==> config.mk <==
export PLATFORM = sky130hd
export DESIGN_NAME = dust_frame_parser_aqi
export DESIGN_NICKNAME = d
export VERILOG_FILES = /design/src/rtl/core/dfp_pkg.sv /design/src/rtl/core/dust_frame_parser_aqi.sv /design/src/rtl/core/dfp_parser.sv /design/src/rtl/core/dfp_grade.sv
export SDC_FILE = /design/constraint.sdc
export NUM_CORES = 1
export LEC_CHECK = 0
export BUFFER_PORTS_ARGS = -buffer_cell sky130_fd_sc_hd__buf_2
export CORE_MARGIN = 8
export CORE_UTILIZATION = 50
export DETAILED_ROUTE_END_ITERATION = 10
export GPL_TIMING_DRIVEN = 0
export PLACE_DENSITY = 0.7
export SKIP_LAST_GASP = 1
export SYNTH_ARGS = -nofsm -noshare
export SYNTH_HDL_FRONTEND = slang
export SYNTH_SLANG_ARGS = --single-unit
==> constraint.sdc <==
create_clock -name clk -period 6.3 [get_ports clk]
set_input_delay 0.315 -clock clk [delete_from_list [all_inputs] [get_ports clk]]
set_output_delay 0.315 -clock clk [all_outputs]
set_load 0.02 [all_outputs]
==> src/rtl/core/dfp_pkg.sv <==
// Shared types, constants and the PM2.5 index table for the dust frame parser.
package dfp_pkg;

  localparam logic [7:0] START_BYTE = 8'h42;
  localparam logic [4:0] FRAME_LAST = 5'd31;
  localparam logic [4:0] SUM_BYTES  = 5'd30;
  localparam int         NUM_WORDS  = 6;

  localparam logic [15:0] GOOD_MAX      = 16'd25;
  localparam logic [15:0] MODERATE_MAX  = 16'd37;
  localparam logic [15:0] SENSITIVE_MAX = 16'd50;
  localparam logic [15:0] UNHEALTHY_MAX = 16'd90;
  localparam logic [7:0]  AQI_MAX       = 8'd201;

  typedef enum logic [2:0] {
    BAND_GOOD      = 3'd0,
    BAND_MODERATE  = 3'd1,
    BAND_SENSITIVE = 3'd2,
    BAND_UNHEALTHY = 3'd3,
    BAND_HAZARDOUS = 3'd4
  } air_band_t;

  // End-of-frame status from the parser.
  typedef struct packed {
    logic                          done;
    logic                          ok;
    logic [NUM_WORDS-1:0][15:0]    words;
  } frame_result_t;

  typedef logic [7:0] aqi_table_t [0:90];

  function automatic aqi_table_t build_aqi_table();
    aqi_table_t t;
    for (int p = 0; p <= 90; p++) begin
      if (p <= 25) begin
        t[p] = 8'(p);
      end else if (p <= 37) begin
        t[p] = 8'((p - 26) * 24 / 11 + 26);
      end else if (p <= 50) begin
        t[p] = 8'((p - 38) * 49 / 12 + 51);
      end else begin
        t[p] = 8'((p - 51) * 99 / 39 + 101);
      end
    end
    return t;
  endfunction

  localparam aqi_table_t AQI_TABLE = build_aqi_table();

endpackage

==> src/rtl/core/dust_frame_parser_aqi.sv <==
// Top level of the dust frame parser: input register, parser, grader, result register.
// Takes one sensor byte per cycle and gives one result word at the end of each
// 32-byte frame that starts with 0x42; bytes before a start byte are dropped.
// Each byte is held in the input register and parsed into the result register
// as it leaves, so a frame's result is registered as its last byte leaves the
// input register. Throughput is one byte per cycle, limited only by out_stall. A
// failed checksum still gives a result, with checksum_ok low and the band and
// index of the last good frame.
module dust_frame_parser_aqi (
  input  logic        clk,
  input  logic        rst,
  input  logic        in_valid,
  output logic        in_stall,
  input  logic [7:0]  rx_byte,
  output logic        out_valid,
  input  logic        out_stall,
  output logic        checksum_ok,
  output logic [15:0] pm1_standard,
  output logic [15:0] pm25_std,
  output logic [15:0] pm10_std,
  output logic [15:0] pm1_environment,
  output logic [15:0] pm25_environment,
  output logic [15:0] pm10_environment,
  output logic [2:0]  air_band,
  output logic [7:0]  air_index
);
  import dfp_pkg::*;

  logic          byte_valid;
  logic [7:0]    byte_q;
  logic          advance;
  logic          step;
  frame_result_t fr;
  air_band_t     band_now;
  logic [7:0]    index_now;

  assign advance  = !out_valid || !out_stall;
  assign step     = byte_valid && advance;
  assign in_stall = byte_valid && !advance;

  always_ff @(posedge clk) begin
    if (rst) begin
      byte_valid <= 1'b0;
    end else if (in_valid && !in_stall) begin
      byte_valid <= 1'b1;
    end else if (step) begin
      byte_valid <= 1'b0;
    end
  end

  always_ff @(posedge clk) begin
    if (in_valid && !in_stall) begin
      byte_q <= rx_byte;
    end
  end

  dfp_parser u_parser (
    .clk     (clk),
    .rst     (rst),
    .step    (step),
    .rx_byte (byte_q),
    .result  (fr)
  );

  dfp_grade u_grade (
    .clk    (clk),
    .rst    (rst),
    .update (fr.done && fr.ok),
    .pm25   (fr.words[4]),
    .band   (band_now),
    .index  (index_now)
  );

  always_ff @(posedge clk) begin
    if (rst) begin
      out_valid <= 1'b0;
    end else if (advance) begin
      out_valid <= fr.done;
    end
  end

  always_ff @(posedge clk) begin
    if (advance && fr.done) begin
      checksum_ok      <= fr.ok;
      pm1_standard     <= fr.words[0];
      pm25_std         <= fr.words[1];
      pm10_std         <= fr.words[2];
      pm1_environment  <= fr.words[3];
      pm25_environment <= fr.words[4];
      pm10_environment <= fr.words[5];
      air_band         <= band_now;
      air_index        <= index_now;
    end
  end

  a_no_step_blocked: assert property (@(posedge clk) disable iff (rst)
    out_valid && out_stall |-> !step)
    else $error("byte processed while result word blocked");

  a_done_gives_word: assert property (@(posedge clk) disable iff (rst)
    step && fr.done |=> out_valid)
    else $error("frame end did not produce a result word");

  a_stall_only_full: assert property (@(posedge clk) disable iff (rst)
    in_stall |-> byte_valid)
    else $error("input stalled with empty input register");

  a_band_index: assert property (@(posedge clk) disable iff (rst)
    out_valid |-> ((air_band == BAND_GOOD) == (air_index <= 8'd25)))
    else $error("air band and index disagree");

endmodule

==> src/rtl/core/dfp_parser.sv <==
// Frame hunter, byte counter, checksum accumulator and word capture.
module dfp_parser (
  input  logic                   clk,
  input  logic                   rst,
  input  logic                   step,
  input  logic [7:0]             rx_byte,
  output dfp_pkg::frame_result_t result
);
  import dfp_pkg::*;

  logic                 in_frame;
  logic [4:0]           byte_count;
  logic [15:0]          running_sum;
  logic [7:0]           high_byte_hold;
  logic [NUM_WORDS-1:0][15:0] words;
  logic [15:0]          word_now;

  assign word_now = {high_byte_hold, rx_byte};

  always_ff @(posedge clk) begin
    if (rst) begin
      in_frame       <= 1'b0;
      byte_count     <= '0;
      running_sum    <= '0;
      high_byte_hold <= '0;
    end else if (step) begin
      if (!in_frame) begin
        if (rx_byte == START_BYTE) begin
          in_frame       <= 1'b1;
          byte_count     <= 5'd1;
          running_sum    <= {8'd0, rx_byte};
          high_byte_hold <= rx_byte;
        end
      end else begin
        if (byte_count < SUM_BYTES) begin
          running_sum <= running_sum + {8'd0, rx_byte};
        end
        if (!byte_count[0]) begin
          high_byte_hold <= rx_byte;
          byte_count     <= byte_count + 5'd1;
        end else if (byte_count == FRAME_LAST) begin
          in_frame    <= 1'b0;
          byte_count  <= '0;
          running_sum <= '0;
        end else begin
          byte_count <= byte_count + 5'd1;
        end
      end
    end
  end

  // word i (PM fields) completes on odd byte 5 + 2i
  always_ff @(posedge clk) begin
    for (int i = 0; i < NUM_WORDS; i++) begin
      if (step && in_frame && byte_count == 5'(5 + 2 * i)) begin
        words[i] <= word_now;
      end
    end
  end

  assign result.done  = step && in_frame && (byte_count == FRAME_LAST);
  assign result.ok    = (running_sum == word_now);
  assign result.words = words;

endmodule

==> src/rtl/core/dfp_grade.sv <==
// PM2.5 air quality band and index, held from the last good frame.
module dfp_grade (
  input  logic                  clk,
  input  logic                  rst,
  input  logic                  update,
  input  logic [15:0]           pm25,
  output dfp_pkg::air_band_t    band,
  output logic [7:0]            index
);
  import dfp_pkg::*;

  air_band_t  held_band;
  logic [7:0] held_index;
  air_band_t  graded_band;
  logic [7:0] graded_index;

  always_comb begin
    if (pm25 <= GOOD_MAX) begin
      graded_band = BAND_GOOD;
    end else if (pm25 <= MODERATE_MAX) begin
      graded_band = BAND_MODERATE;
    end else if (pm25 <= SENSITIVE_MAX) begin
      graded_band = BAND_SENSITIVE;
    end else if (pm25 <= UNHEALTHY_MAX) begin
      graded_band = BAND_UNHEALTHY;
    end else begin
      graded_band = BAND_HAZARDOUS;
    end
    if (pm25 <= UNHEALTHY_MAX) begin
      graded_index = AQI_TABLE[pm25[6:0]];
    end else begin
      graded_index = AQI_MAX;
    end
  end

  always_ff @(posedge clk) begin
    if (rst) begin
      held_band  <= BAND_GOOD;
      held_index <= '0;
    end else if (update) begin
      held_band  <= graded_band;
      held_index <= graded_index;
    end
  end

  assign band  = update ? graded_band  : held_band;
  assign index = update ? graded_index : held_index;

endmodule

Word-level counts from Yosys, hierarchy flattened --
Memories as Yosys holds them, arrays and structs flattened. Cells that the tools add are included.
Word-level totals: output and inout bits 110, bits of input ports 12, logic and storage cells 93, bits in read-only memories 1024, memories kept 1, flip-flop bits (word level) 255
Memory list:
- (name not given) | depth 128, bits a word 8, read ports 1, clocked after Yosys merged registers in 0, wr ports 0, line dfp_grade.sv:30 | graded_index = AQI_TABLE[pm25[6:0]];
Operators by class: bitwise operators 1, eq/ne operators 10, order comparisons 6, reduce and logical (&&, ||, !) cells 22, mux-type cells 27, add/sub/neg operators 2
Operators with widths (count):
- 16-bit 2-to-1 mux | 5
- 8-bit 2-to-1 mux | 7
- 16-bit by 6-bit <= comparator with 1-bit output (second input constant) | 2
- 5-bit by 4-bit == test with 1-bit output (second input constant) | 4
- 5-bit 2-to-1 mux | 4
- 16-bit by 8-bit adder with 16-bit output | 1
- 16-bit == test | 1
- 16-bit by 5-bit <= comparator with 1-bit output (second input constant) | 1
- 16-bit by 7-bit <= comparator with 1-bit output (second input constant) | 1
- 3-bit 2-to-1 mux | 5
- 1-bit logical AND | 13
- 5-bit by 3-bit == test with 1-bit output (second input constant) | 2
- 8-bit by 7-bit == test with 1-bit output (second input constant) | 1
- 8-bit >= comparator (second input constant) | 1
- 7-bit inverter with 8-bit output | 1
- 1-bit 2-to-1 mux | 6
- 5-bit by 1-bit adder with 5-bit output (second input constant) | 1
- 5-bit == test (second input constant) | 1
- 5-bit < comparator (second input constant) | 1
- 1-bit zero test | 4
- 2-bit nonzero test | 2
- 3-bit AND reduction | 1
- 2-bit != test (second input constant) | 1
- 2-bit AND reduction | 1
- 1-bit logical OR | 1

Logic depth before layout (Yosys ltp) --
Gate-level depths: netlist of the first run.
depth in word-level cells 7, depth in mapped cells 10, depth with buffers taken out 8

Cells and area by module --
From an unflattened synthesis of the first run, not the netlist that was laid out.
Second synthesis, totals: cells, all modules 649, area, all modules 9811.9 µm²
Modules (own cells, without submodules):
- dfp_parser | sequential area each 3483.3 µm², area each 4768.3 µm², times used 1, cells each 321
- dust_frame_parser_aqi | sequential area each 3523.4 µm², area each 3583.4 µm², times used 1, cells each 128
- dfp_grade | sequential area each 220.2 µm², area each 1460.2 µm², times used 1, cells each 200

Worst setup path before layout of the first run --
Ideal clock, no wire load.
kind reg2reg, start point register u_parser.byte_count[0], end point register air_index[1] (data pin), path buffers 3, required time 6.044 ns, path slack 0.852 ns, arrival time 5.192 ns, library setup time 0.256 ns, stages on the path, launching flop included 10, period minus slack after synthesis 5.448 ns, cells stage by stage dfxtp_1 ha_1 and3_1 ha_1 and3_1 clkbuf_1 nand4_2 buf_6 clkbuf_1 a22o_1
Between the ends: cells in the longest elaborated chain, start to end 4
RTL lines:
- start: declaration | line dfp_parser.sv:12 | logic [4:0] byte_count;
- start signal: assignment | line dfp_parser.sv:40 | byte_count <= byte_count + 5'd1;
- start signal: assignment | line dfp_parser.sv:46 | byte_count <= byte_count + 5'd1;
- 5-bit == test | line dfp_parser.sv:61 | assign result.done = step && in_frame && (byte_count == FRAME_LAST);
- 1-bit logical AND | line dfp_parser.sv:61
- 1-bit logical AND | line dust_frame_parser_aqi.sv:68 | .update (fr.done && fr.ok),
- 8-bit 2-to-1 mux | line dfp_grade.sv:47 | assign index = update ? graded_index : held_index;
- via index_now[1] | line dust_frame_parser_aqi.sv:35 | logic [7:0] index_now;
- end signal: assignment | line dust_frame_parser_aqi.sv:92 | air_index <= index_now;
- end: declaration | line dust_frame_parser_aqi.sv:25 | output logic [7:0] air_index
The timed path passes the listed nets, and every way through them passes these cells. A chain may end at the register's enable or synchronous reset.

Worst setup path after layout of the first run --
start point register byte_q[5], end point register air_index[3] (data pin)
Between the ends: cells in the longest elaborated chain, start to end 3
RTL lines:
- start: declaration | line dust_frame_parser_aqi.sv:30 | logic [7:0] byte_q;
- start signal: assignment | line dust_frame_parser_aqi.sv:53 | byte_q <= rx_byte;
- 16-bit == test | line dfp_parser.sv:62 | assign result.ok = (running_sum == word_now);
- 1-bit logical AND | line dust_frame_parser_aqi.sv:68
- 8-bit 2-to-1 mux | line dfp_grade.sv:47
- via index_now[3] | line dust_frame_parser_aqi.sv:35
The timed path passes the listed nets, and every way through them passes these cells.

==> results of run 1 <==
## power by group
part / total [mW] / internal (mW) / leakage (nW) / switching [mW]
clock network: 1.57 / 0.954 / 0.424 / 0.611
registers: 1.83 / 1.81 / 1.98 / 0.0147
logic: 0.0339 / 0.0135 / 1.48 / 0.0204
## cell usage in the layout (no fill, tap or decap), types with 5 or more instances in the layout
cell / netlist / final
and2_1: 8 / 8
ha_1: 22 / 22
inv_1: 12 / 12
o22ai_1: 5 / 5
xor2_1: 12 / 12
dfxtp_1: 43 / 43
xnor2_1: 5 / 5
o21ai_1: 7 / 7
o21a_1: 5 / 5
nand2b_1: 9 / 9
a211oi_1: 5 / 5
nand3_1: 15 / 15
nor2b_1: 7 / 7
clkbuf_16: 0 / 25
edfxtp_1: 212 / 212
or3_1: 8 / 8
a21oi_1: 28 / 28
clkbuf_1: 25 / 25
nor2_1: 36 / 35
dlygate4sd3_1: 0 / 7
o21ai_0: 12 / 12
a31oi_1: 12 / 12
o21bai_1: 5 / 5
nand2_1: 24 / 24
or4_1: 6 / 6
nand4_1: 5 / 5
buf_2: 0 / 121
and3_1: 9 / 9
mux2i_1: 16 / 16
clkbuf_8: 0 / 5
## logic make-up after synthesis
logic type,Yosys count,share of synthesized area
AND/OR/NAND/NOR,147,0.0815
flip-flops,255,0.745
adder cells (fa/ha/maj),23,0.0304
buffers and inverters,44,0.0178
AO/OA/AOI/OAI,123,0.0862
multiplexers,21,0.0235
XOR/XNOR,17,0.0154
## how the worst min path moves through the flow
stage / from / end / slack, ps / cells after the start
after floorplan: u_parser.result[80] / pm10_environment[0] / 400 / 0
after global routing: rx_byte[2] / byte_q[2] / 9 / 1
after detailed placement: u_parser.result[41] / pm10_std[9] / 400 / 0
after global placement: u_parser.result[54] / pm1_environment[6] / 400 / 0
final: rx_byte[2] / byte_q[2] / 20 / 1
after CTS: in_valid / byte_valid / 20 / 2
## final cells by class
| class | count | area (µm²) |
|---|---|---|
| sequential | 255 | 7230 |
| buffer | 30 | 124 |
| clock buffer | 31 | 698 |
| tap | 265 | 332 |
| multi-input combinational | 331 | 2320 |
| timing repair buffer | 133 | 741 |
| inverter | 14 | 52.6 |
| fill | 1466 | 7590 |
| clock inverter | 14 | 191 |
## flip-flops by register name (all words and copies together) (netlist names)
name,cells
u_parser.byte_count,5
pm25_environment,16
air_band,3
pm1_standard,16
byte_q,8
u_grade.held_band,3
byte_valid,1
pm25_std,16
u_grade.held_index,8
u_parser.result,96
u_parser.in_frame,1
pm10_std,16
pm1_environment,16
checksum_ok,1
u_parser.high_byte_hold,8
air_index,8
out_valid,1
pm10_environment,16
u_parser.running_sum,16
## routing by layer
metal	part of all wire	wire length [µm]	GRT usage	vias to the layer above
li1	-	-	-	2737
met1	0.43	9380	0.220	2943
met2	0.47	10300	0.296	212
met3	0.072	1570	0.0394	29
met4	0.020	427	0.0555	0
met5	0	0	0	-
## timing repair
action,CTS,global route
endpoints found under the hold margin,7,0
hold buffers,7,0
setup buffers,0,0
## per-stage QoR
stage / TNS [ps] / setup slack [ps] / power [mW] / cells / util
5_1_grt: 0 / 2710 / 3.52 / 1073 / 0.606
3_5_place_dp: 0 / 2950 / 1.90 / 1021 / 0.556
6_report: 0 / 2970 / 3.43 / 1073 / 0.606
3_3_place_gp: -12430 / -844 / 1.89 / 1016 / 0.552
4_1_cts: 0 / 2940 / 3.45 / 1073 / 0.606
2_1_floorplan: 0 / 852 / 1.87 / 630 / -
==> results.cfg, run 1 <==
[global_route]
grt_pass1_wl_um = 32900
grt_usage = 0.175
overflow = 0
grt_start_max_net_pins = 58
antenna_found_initial = 0
grt_pass1_vias = 5929

[sta]
drv_slew = 0
min_period_ps = 3330
whs_ps = 24.5
finalCritPeriodShare = 0.528
skew_ps = 12.3
worst_slew_pin_slew_ps = 1080
setup_viol = 0
relSlewSlack = 0.280
fmax_mhz = 301
finalHoldViolCount = 0
rsz0062_at_grt = no

[synth]
yosysUniqueCellTypes = 67
synth_nets = 665
yosys.cell_count.top_type = edfxtp_1
synthFlopType = edfxtp_1
ys_seq_area_frac = 0.745
avgSynthCellArea_um2 = 15.4
synth_top_area_frac = 0.656
synth-async-reset-ratio = 0
yosys.area.top_type = edfxtp_1
ys_ff_latch = 255
yosys-top-cells-area = edfxtp_1, dfxtp_1, ha_1
yosys_warnings = 0
synth_top_cells_by_count = edfxtp_1, dfxtp_1, nor2_1
netlist_instances = 630
synth_edf_count = 212
syn_area_um2 = 9700

[run]
cap_violations = 0

[detailed_routing]
routedWlPerCell_um = 20.2
vias = 5921
drc_errors = 0
via_per_inst = 5.52
drtAntennaViolNets = 0
drt_wl_total_um = 21700
drtIter0Drc = 364
first_pass_iters = 5

[cells_and_area]
num-nets-final = 825
drive_gt1_frac = 0.228
final_area_um2 = 11700
area_growth_pct = 20.5
antenna_cells = 0

[clock_network]
numCtsBuffers = 25
htree_levels = 1
worst_skew_pair.late_latency_ps = 510
cts.repair.resized = 0
clockRootBuffer = clkbuf_16
clockBufferDepth = 3
cts_tree = built
path_clk_slew_ps = 60
cts_sinks = 255

[status]
status = complete, no violations

[place]
globalplace.congestion = 0.868
placed_area_um2 = 10700
io_buffers = 121
detailed_place_hpwl_um = 14900

[die]
die_y_um = 155
die_w_um = 155
rows = 51
start_util = 0.503
ioPinCount = 122
dieArea_um2 = 24100
core-area_um2 = 19300

[critical_path]
crit_type = flop to flop
critPathMaxFanout = 10
path_cells = ha_1, or4_1, nor4_2, nand4_2, buf_6, nor2_1, a21oi_1
crit_start = byte_q[5]
critPathTopFamily = simple AND/OR/NAND/NOR gates
cp.depth = 7
worstReg2RegEnd = air_index[3]
cp-start-kind = flop
r2r_start = byte_q[5]
worst_setup_path_end_kind = flop
timing.reg2reg.setup_slack_ps = 2970
cpMaxStageDelayCell = edfxtp_1
max_stage_delay_ps = 600
endpoint = air_index[3]
worstPathArrival_ps = 3550
reg2regPathDepth = 7
cp.required_ps = 6520
worst-path-buf-inv = 1

[power]
p_leak_nw = 3.88
power_per_cell_area_nw_per_um2 = 293
vdd_ir_drop_max_mv = 0.140

[worst_hold_path]
hold_path_class = primary input to flop
(Power assumes the default switching activity.)
==> inputs of run 2 (changes only) <==
--- a/config.mk
+++ b/config.mk
@@ -5,6 +5,7 @@
 export SDC_FILE = /design/constraint.sdc
 export NUM_CORES = 1
 export LEC_CHECK = 0
+export ABC_AREA = 1
 export BUFFER_PORTS_ARGS = -buffer_cell sky130_fd_sc_hd__buf_2
 export CORE_MARGIN = 8
 export CORE_UTILIZATION = 50
==> constraint.sdc (replaced) <==
create_clock -name clk -period 3.3 [get_ports clk]
set_input_delay 0.165 -clock clk [delete_from_list [all_inputs] [get_ports clk]]
set_output_delay 0.165 -clock clk [all_outputs]
set_load 0.02 [all_outputs]
==> run 2 against run 1 <==
  * Worst hold slack improved by 330 ps
  * First-iteration DRC count up 99%
  * Via count is 9.4% higher
  * Clock power grew 73%
  * Critical path depth rose by 3
  * Global-route usage down 0.12 points
  * Setup slack got worse by 2500 ps
  * Power rose by 84%
  * Final cell count grew 18%
  * Routed wire length grew 0.57%
  * Clock skew shrank 3.6 ps
  * Critical endpoint is now air_index[7]
  * Highest routed layer unchanged
==> results.cfg, run 2 <==
[status]
status = complete, no violations

[detailed_routing]
vias = 6477
drtAntennaViolNets = 0
first_pass_iters = 5
drtIter0Drc = 724
via_per_inst = 5.12
drt_wl_total_um = 21800
routedWlPerCell_um = 17.2
drc_errors = 0

[clock_network]
path_clk_slew_ps = 70
clockBufferDepth = 3
cts_sinks = 255
cts_tree = built
htree_levels = 1
cts.repair.resized = 0
numCtsBuffers = 25
worst_skew_pair.late_latency_ps = 520
clockRootBuffer = clkbuf_16

[critical_path]
worstPathArrival_ps = 3100
r2r_start = u_parser.byte_count[0]
worstReg2RegEnd = air_index[7]
timing.reg2reg.setup_slack_ps = 460
cp-start-kind = flop
critPathMaxFanout = 79
crit_type = flop to flop
cp.required_ps = 3560
worst_setup_path_end_kind = flop
reg2regPathDepth = 10

[global_route]
grt_start_max_net_pins = 80
antenna_found_initial = 0
grt_usage = 0.174
grt_pass1_vias = 6025
overflow = 0
grt_pass1_wl_um = 33100

[sta]
drv_slew = 0
worst_slew_pin_slew_ps = 1290
setup_tns_ps = 0
finalCritPeriodShare = 0.861
rsz0062_at_grt = no
finalHoldViolCount = 0
setup_viol = 0
fmax_mhz = 352
min_period_ps = 2840
timing.final.ws_setup_ps = 458
relSlewSlack = 0.134
skew_ps = 8.72

[worst_hold_path]
hp-start = rx_byte[1]
hold_end = byte_q[1]
worstHoldPathCells = 2
hold_path_class = primary input to flop

[cells_and_area]
antenna_cells = 0
final_area_um2 = 12000
layout_commonest_cell = edfxtp_1
fin_cells = 1265
largest_register_ffs = 96
utilization = 0.613
layout_common_cells = edfxtp_1, nand2_1, buf_2
num-nets-final = 1016
area_growth_pct = 20.1
nFillCells = 1520
drive_gt1_frac = 0.221

[run]
cap_violations = 0

[synth]
ys_seq_area_frac = 0.726
yosys.area.top_type = edfxtp_1
avgSynthCellArea_um2 = 12.3
yosys.cell_count.top_type = edfxtp_1
yosys_warnings = 0
synthFlopType = edfxtp_1
yosys-top-cells-area = edfxtp_1, dfxtp_1, nand2_1
synth_nets = 848
syn_area_um2 = 9960
netlist_instances = 813
synth_edf_count = 212
ys_ff_latch = 255
synth_top_area_frac = 0.639
yosysUniqueCellTypes = 38
synth_top_cells_by_count = edfxtp_1, nand2_1, nor2_1
synth-async-reset-ratio = 0

[place]
io_buffers = 121
placed_area_um2 = 11100
globalplace.congestion = 0.907
dp_cells = 1208
dp_slack_ps = 435
detailed_place_hpwl_um = 14900

[die]
rows = 51
die_y_um = 157
start_util = 0.510
die_w_um = 157
ioPinCount = 122
dieArea_um2 = 24700
core-area_um2 = 19500

[power]
p_leak_nw = 4.66
power_per_cell_area_nw_per_um2 = 526
vdd_ir_drop_max_mv = 0.376
[run 2: how the worst max path moves through the flow]
stage,startpoint,to,slack (ps),cells after the start
2_1_floorplan,u_parser.byte_count[0],air_band[1],210,10
3_3_place_gp,u_parser.byte_count[0],u_parser.result[55],-1290,3
3_5_place_dp,u_parser.byte_count[0],air_index[7],440,10
4_1_cts,u_parser.byte_count[0],air_index[7],400,10
5_1_grt,u_parser.byte_count[0],air_index[7],130,10
6_report,u_parser.byte_count[0],air_index[7],460,10
[run 2: area by class of cell]
class                           instances  area [µm²]  share of cell area
Multi-Input combinational cell        469        2380               0.199
Clock buffer                           27         633              0.0529
Clock inverter                         19         164              0.0137
Inverter                               71         269              0.0225
Tap cell                              265         332              0.0277
Buffer                                 18         110             0.00920
Timing Repair Buffer                  141         851              0.0711
Sequential cell                       255        7230               0.604
[run 2: cell families (layout without fill, tap and decap cells)]
kind of cell,Yosys count,count (layout),share of synthesized area
and+or+nand+nor,339,339,0.147
DFF,255,255,0.726
AOI/OAI and AO/OA,103,103,0.0568
buffers and inverters,89,276,0.0378
adders and majority gates,23,23,0.0296
xor gates and xnor gates,4,4,0.00352
[run 2: worst max-delay path: stages (launching register included)]
cell and delay [ps]:
dfxtp_1 440, ha_1 210, inv_1 90, nor2_1 170, ha_1 220, nand2_2 130, inv_4 370, buf_16 370
nand3_2 200, o21ai_0 290, inv_1 90
[run 2: routing by layer]
metal | vias up | GRT usage | routed length [µm] | part of all wire
met3 | 36 | 0.0280 | 1650 | 0.076
met5 | - | 0 | 0 | 0
met2 | 252 | 0.290 | 10300 | 0.47
met1 | 3021 | 0.232 | 9460 | 0.43
li1 | 3168 | - | - | -
met4 | 0 | 0.0490 | 408 | 0.019
[run 2: stage by stage]
step / power, mW / hold slack (ps)
global route: 6.48 / 349
detailed placement: 3.63 / 343
floorplan: 3.59 / 264
global placement: 3.63 / 341
CTS: 6.34 / 334
finish: 6.29 / 356
[run 2: report_power, final]
| group | internal [mW] | switching [mW] | leakage, nW | total [mW] |
|---|---|---|---|---|
| Clock | 1.56 | 1.16 | 0.385 | 2.72 |
| Combinational | 0.0314 | 0.0425 | 1.98 | 0.0739 |
| Sequential | 3.46 | 0.0345 | 2.29 | 3.50 |
| Total | 5.05 | 1.24 | 4.66 | 6.29 |
[run 2: timing repair]
action / 4_1_cts / 5_1_grt
buffers inserted: 0 / 0
hold buffers: 11 / 0
hold endpoints to repair: 14 / 0
